**src/hdl/hwob_pkg.sv**
```systemverilog
// Shared types and constants of the histogram block.
// No dependencies; used by controller, datapath and top level.
`timescale 1ns / 1ps

package hwob_pkg;

	localparam int DEF_NUM_BINS    = 1024;
	localparam int DEF_COUNT_WIDTH = 32;

	localparam int CFG_W    = 11;
	localparam int IN_IDX_W = 16;
	localparam int WIDE_W   = IN_IDX_W + 1;
	localparam int OUT_W    = 32;

	localparam logic [CFG_W-1:0] CFG_RESET = 11'd1024;

	// request modes
	localparam logic [1:0] MODE_RECORD  = 2'd0;
	localparam logic [1:0] MODE_READ    = 2'd1;
	localparam logic [1:0] MODE_SUMMARY = 2'd2;

	// result status codes
	localparam logic [1:0] STAT_OK      = 2'd0;
	localparam logic [1:0] STAT_CLAMPED = 2'd1;
	localparam logic [1:0] STAT_INVALID = 2'd2;

	typedef enum logic [2:0] {
		S_CLEAR,
		S_IDLE,
		S_LOOKUP,
		S_UPDATE,
		S_SUM,
		S_SUM_END,
		S_FINISH
	} state_t;

	typedef struct packed {
		logic clr_step;
		logic load_item;
		logic lookup;
		logic sum_start;
		logic sum_step;
		logic commit;
	} cmd_t;

	typedef struct packed {
		logic clr_last;
		logic sum_last;
		logic is_summary;
		logic out_free;
	} sts_t;

endpackage

```
**src/hdl/hwob_ctrl.sv**
```systemverilog
// Sequencer of the histogram block: clear pass, request handling, bin walk.
// Depends on hwob_pkg.
`timescale 1ns / 1ps

module hwob_ctrl (
	input  logic           clk,
	input  logic           arst_n,
	input  logic           req_valid,
	output logic           req_ready,
	input  hwob_pkg::sts_t sts,
	output hwob_pkg::cmd_t cmd
);

	hwob_pkg::state_t state_q, state_nx;

	always_ff @(posedge clk or negedge arst_n) begin
		if (!arst_n) begin
			state_q <= hwob_pkg::S_CLEAR;
		end else begin
			state_q <= state_nx;
		end
	end

	always_comb begin
		state_nx = state_q;
		case (state_q)
			hwob_pkg::S_CLEAR: begin
				if (sts.clr_last) state_nx = hwob_pkg::S_IDLE;
			end
			hwob_pkg::S_IDLE: begin
				if (req_valid) state_nx = hwob_pkg::S_LOOKUP;
			end
			hwob_pkg::S_LOOKUP: begin
				state_nx = sts.is_summary ? hwob_pkg::S_SUM : hwob_pkg::S_UPDATE;
			end
			hwob_pkg::S_UPDATE: begin
				if (sts.out_free) state_nx = hwob_pkg::S_IDLE;
			end
			hwob_pkg::S_SUM: begin
				if (sts.sum_last) state_nx = hwob_pkg::S_SUM_END;
			end
			hwob_pkg::S_SUM_END: begin
				state_nx = hwob_pkg::S_FINISH;
			end
			hwob_pkg::S_FINISH: begin
				if (sts.out_free) state_nx = hwob_pkg::S_IDLE;
			end
			default: begin
				state_nx = hwob_pkg::S_IDLE;
			end
		endcase
	end

	always_comb begin
		cmd       = '0;
		req_ready = 1'b0;
		case (state_q)
			hwob_pkg::S_CLEAR: begin
				cmd.clr_step = 1'b1;
			end
			hwob_pkg::S_IDLE: begin
				req_ready     = 1'b1;
				cmd.load_item = req_valid;
			end
			hwob_pkg::S_LOOKUP: begin
				cmd.sum_start = sts.is_summary;
				cmd.lookup    = !sts.is_summary;
			end
			hwob_pkg::S_UPDATE, hwob_pkg::S_FINISH: begin
				cmd.commit = sts.out_free;
			end
			hwob_pkg::S_SUM: begin
				cmd.sum_step = 1'b1;
			end
			default: begin
				cmd = '0;
			end
		endcase
	end

endmodule

```
**config.mk**
```make
export PLATFORM = sky130hd
export DESIGN_NAME = hwob_ctrl
export DESIGN_NICKNAME = d
export VERILOG_FILES = /design/src/hdl/hwob_pkg.sv /design/src/hdl/hwob_ctrl.sv
export SDC_FILE = /design/constraint.sdc
export NUM_CORES = 1
export LEC_CHECK = 0
export ABC_CLOCK_PERIOD_IN_PS = 2800
export BUFFER_PORTS_ARGS = -buffer_cell sky130_fd_sc_hd__buf_2
export CORE_AREA = 2 2 39 41
export DETAILED_ROUTE_END_ITERATION = 16
export DIE_AREA = 0 0 41 43
export PLACE_DENSITY = 0.44
export SLEW_MARGIN = 10
export SYNTH_ARGS = -nofsm -noshare
export SYNTH_HDL_FRONTEND = slang
export SYNTH_SLANG_ARGS = --single-unit
```
**constraint.sdc**
```tcl
create_clock -name clk -period 2.8 [get_ports clk]
set_clock_uncertainty 0.05 [all_clocks]
set_input_delay 0.14 -clock clk [delete_from_list [all_inputs] [get_ports clk]]
set_output_delay 0.14 -clock clk [all_outputs]
set_load 0.005 [all_outputs]
```
==> impl_metrics.py <==
metrics = {
    "logic_synthesis": {
        "ys_seq_elements": 3,
        "ys_async_sr_fraction": 1.000,
        "synth.distinct_cells": 20,
        "syn-instance-count": 29,
        "ys.flop_type": "dfrtp_1",
        "synth_compound_area_frac": 0.2338,
        "syn_avg_cell_area_um2": 8.672,
        "syn_area_um2": 251.5,
        "synth_edf_count": 0,
        "synth_xor_area_frac": 0.03483,
        "synth_adder_area_share": 0,
        "yosysTopAreaCell": "dfrtp_1",
        "synth_top_family_by_area": "simple AND/OR/NAND/NOR gates",
        "synth.area.mux_share": 0,
        "synth_common_cells": "dfrtp_1 (3), nor2_1 (3), nor3_1 (3)",
        "syn-num-nets": 36,
        "ys_seq_area_frac": 0.2985,
        "yosys.area_share.simple": 0.3582,
        "synth_warnings": 0,
        "ys_top_cells_by_area": "dfrtp_1 (30%), nor3_1 (6.0%), a2111oi_2 (6.0%), buf_4 (6.0%), a211oi_2 (5.0%)",
        "synth_top_area_share": 0.2985,
    },
    "pwr": {
        "power_leakage_nw": 0.1647,
        "vdd.ir_drop.worst_mv": 0.3618,
        "power.density_mw_per_mm2": 1007,
        "finalPower_mw": 0.3604,
    },
    "clock_network": {
        "cts-resized-gates": 0,
        "post_cts_buffers": 0,
        "clk-insertion-delay-late_ps": 240,
        "cts_sinks": 3,
        "cts.clk_slew.worst_paths_ps": 40,
        "clockBufferDepth": 2,
        "cts_buffers": 3,
        "cts_tree": "built",
        "cts_root_buffer": "clkbuf_4",
        "postCtsHoldBufs": 1,
        "htree_levels": 1,
    },
    "sta": {
        "setup_violations": 0,
        "hold_viol": 0,
        "timing.fmax_mhz": 666.1,
        "tightest_slew_ps": 469.0,
        "fin_crit_sh": 0.5362,
        "period_minus_slack_ps": 1501,
        "slew_viol_final": 0,
        "tns_ps": 0,
        "rsz0062_at_grt": "no",
        "slew_headroom": 0.6873,
    },
    "layout": {
        "drive_above_1_share": 0.4889,
        "reg.largest.list": "state_q (3)",
        "design_area_um2": 357.8,
        "finish.utilization": 0.2586,
        "syn_to_final_growth_pct": 42.29,
        "largest_register_ffs": 3,
        "fillers": 157,
        "diodes": 0,
        "top_register": "state_q",
        "nNetsFinal": 53,
    },
    "floorplanning": {
        "die_area_mm2": 0.001763,
        "start_util": 0.1817,
        "io_pins": 14,
        "dieHeight_um": 43,
        "std_cell_rows": 14,
        "dieWidth_um": 41,
        "core_area_mm2": 0.001384,
    },
    "drt": {
        "viasPerCell": 4.393,
        "route.vias.total": 268,
        "drtIter0Drc": 1,
        "drt_first_pass_iters": 2,
        "drt_wl_total_um": 616,
        "drtAntennaViolNets": 0,
        "wl_per_cell_um": 10.10,
        "drc_errors": 0,
    },
    "grt": {
        "grt_max_degree": 14,
        "grt_overflow": 0,
        "antenna_found_initial": 0,
        "grt_pass1_vias": 251,
        "grtUsageTotal": 0.09567,
        "grt_pass1_wl_um": 1069,
    },
    "placed_design": {
        "routabilityCongestion": 0.7002,
        "placed_cell_area_um2": 321.6,
        "hpwl_um": 443.5,
        "io_buffer_count": 13,
    },
    "job": {
        "drv_cap": 0,
    },
    "setup_path": {
        "crit_type": "reg -> out",
        "startpoint_type": "register",
        "cp_data_required_time_ps": 2610,
        "endpoint_kind": "output pin",
        "arrival_ps": 1310,
        "critical_path.max_fanout": 9,
    },
    "run_status": {
        "outcome": "complete, no violations",
    },
    "hold_path": {
        "holdCritPathClass": "in -> reg",
    },
}
==> metal layers <==
layer,GRT usage,part of all wire
met5,0,0
met3,0.03141,0.050
met4,0.1000,0.037
met2,0.1125,0.45
met1,0.1234,0.46
==> cells in the final DEF (no fill, tap or decap), drive strengths merged, types with 2 or more instances in the layout <==
cell type / count
nand2b: 2
o21ai: 2
nor3: 4
dfrtp: 3
nor2b: 2
nor2: 4
buf: 13
clkbuf: 4
==> logic make-up after synthesis <==
family / after synthesis
AND/OR/NAND/NOR: 15
AO/OA/AOI/OAI: 7
flip-flops: 3
buffers and inverters: 3
XOR/XNOR: 1
==> critical path: stages (launching register included) <==
cell,delay [ps]
dfrtp_1,490
nand2b_1,240
nor3b_1,200
buf_2,140
==> layout make-up <==
class                           instances  area (um2)  share of cell area
Clock buffer                            4       26.28             0.07343
Tap cell                               16       20.02             0.05594
Timing Repair Buffer                   14       75.07              0.2098
Inverter                                1       3.754             0.01049
Multi-Input combinational cell         23       157.7              0.4406
Sequential cell                         3       75.07              0.2098
==> metrics by stage <==
stage / setup WS [ps] / hold WS, ps / cells
6_report: 1299 / 127.9 / 61
5_1_grt: 1149 / 173.5 / 61
4_1_cts: 1297 / 123.7 / 61
3_5_place_dp: 1434 / -104.8 / 56
3_3_place_gp: 1449 / -105.2 / 56
2_1_floorplan: 1684 / -205.6 / 29
==> path summary, 6_finish.rpt <==
| path | cells past startpoint | startpoint | to | slack (ps) |
|---|---|---|---|---|
| max in group asynchronous | 2 | arst_n | state_q[1] | 2410 |
| worst min register to register | 1 | state_q[1] | state_q[2] | 630 |
| worst max register to register | 3 | state_q[2] | state_q[0] | 1430 |
| worst max-delay path | 3 | state_q[0] | cmd[2] | 1300 |
| min in group asynchronous | 2 | arst_n | state_q[2] | 180 |
| worst min-delay path | 3 | req_valid | state_q[1] | 130 |
==> report_power, final <==
group / switching [mW] / internal [mW]
clock network: 0.0267 / 0.0537
registers: 0.0615 / 0.0635
logic: 0.0687 / 0.0863
total: 0.157 / 0.203
(Power assumes the default switching activity.)
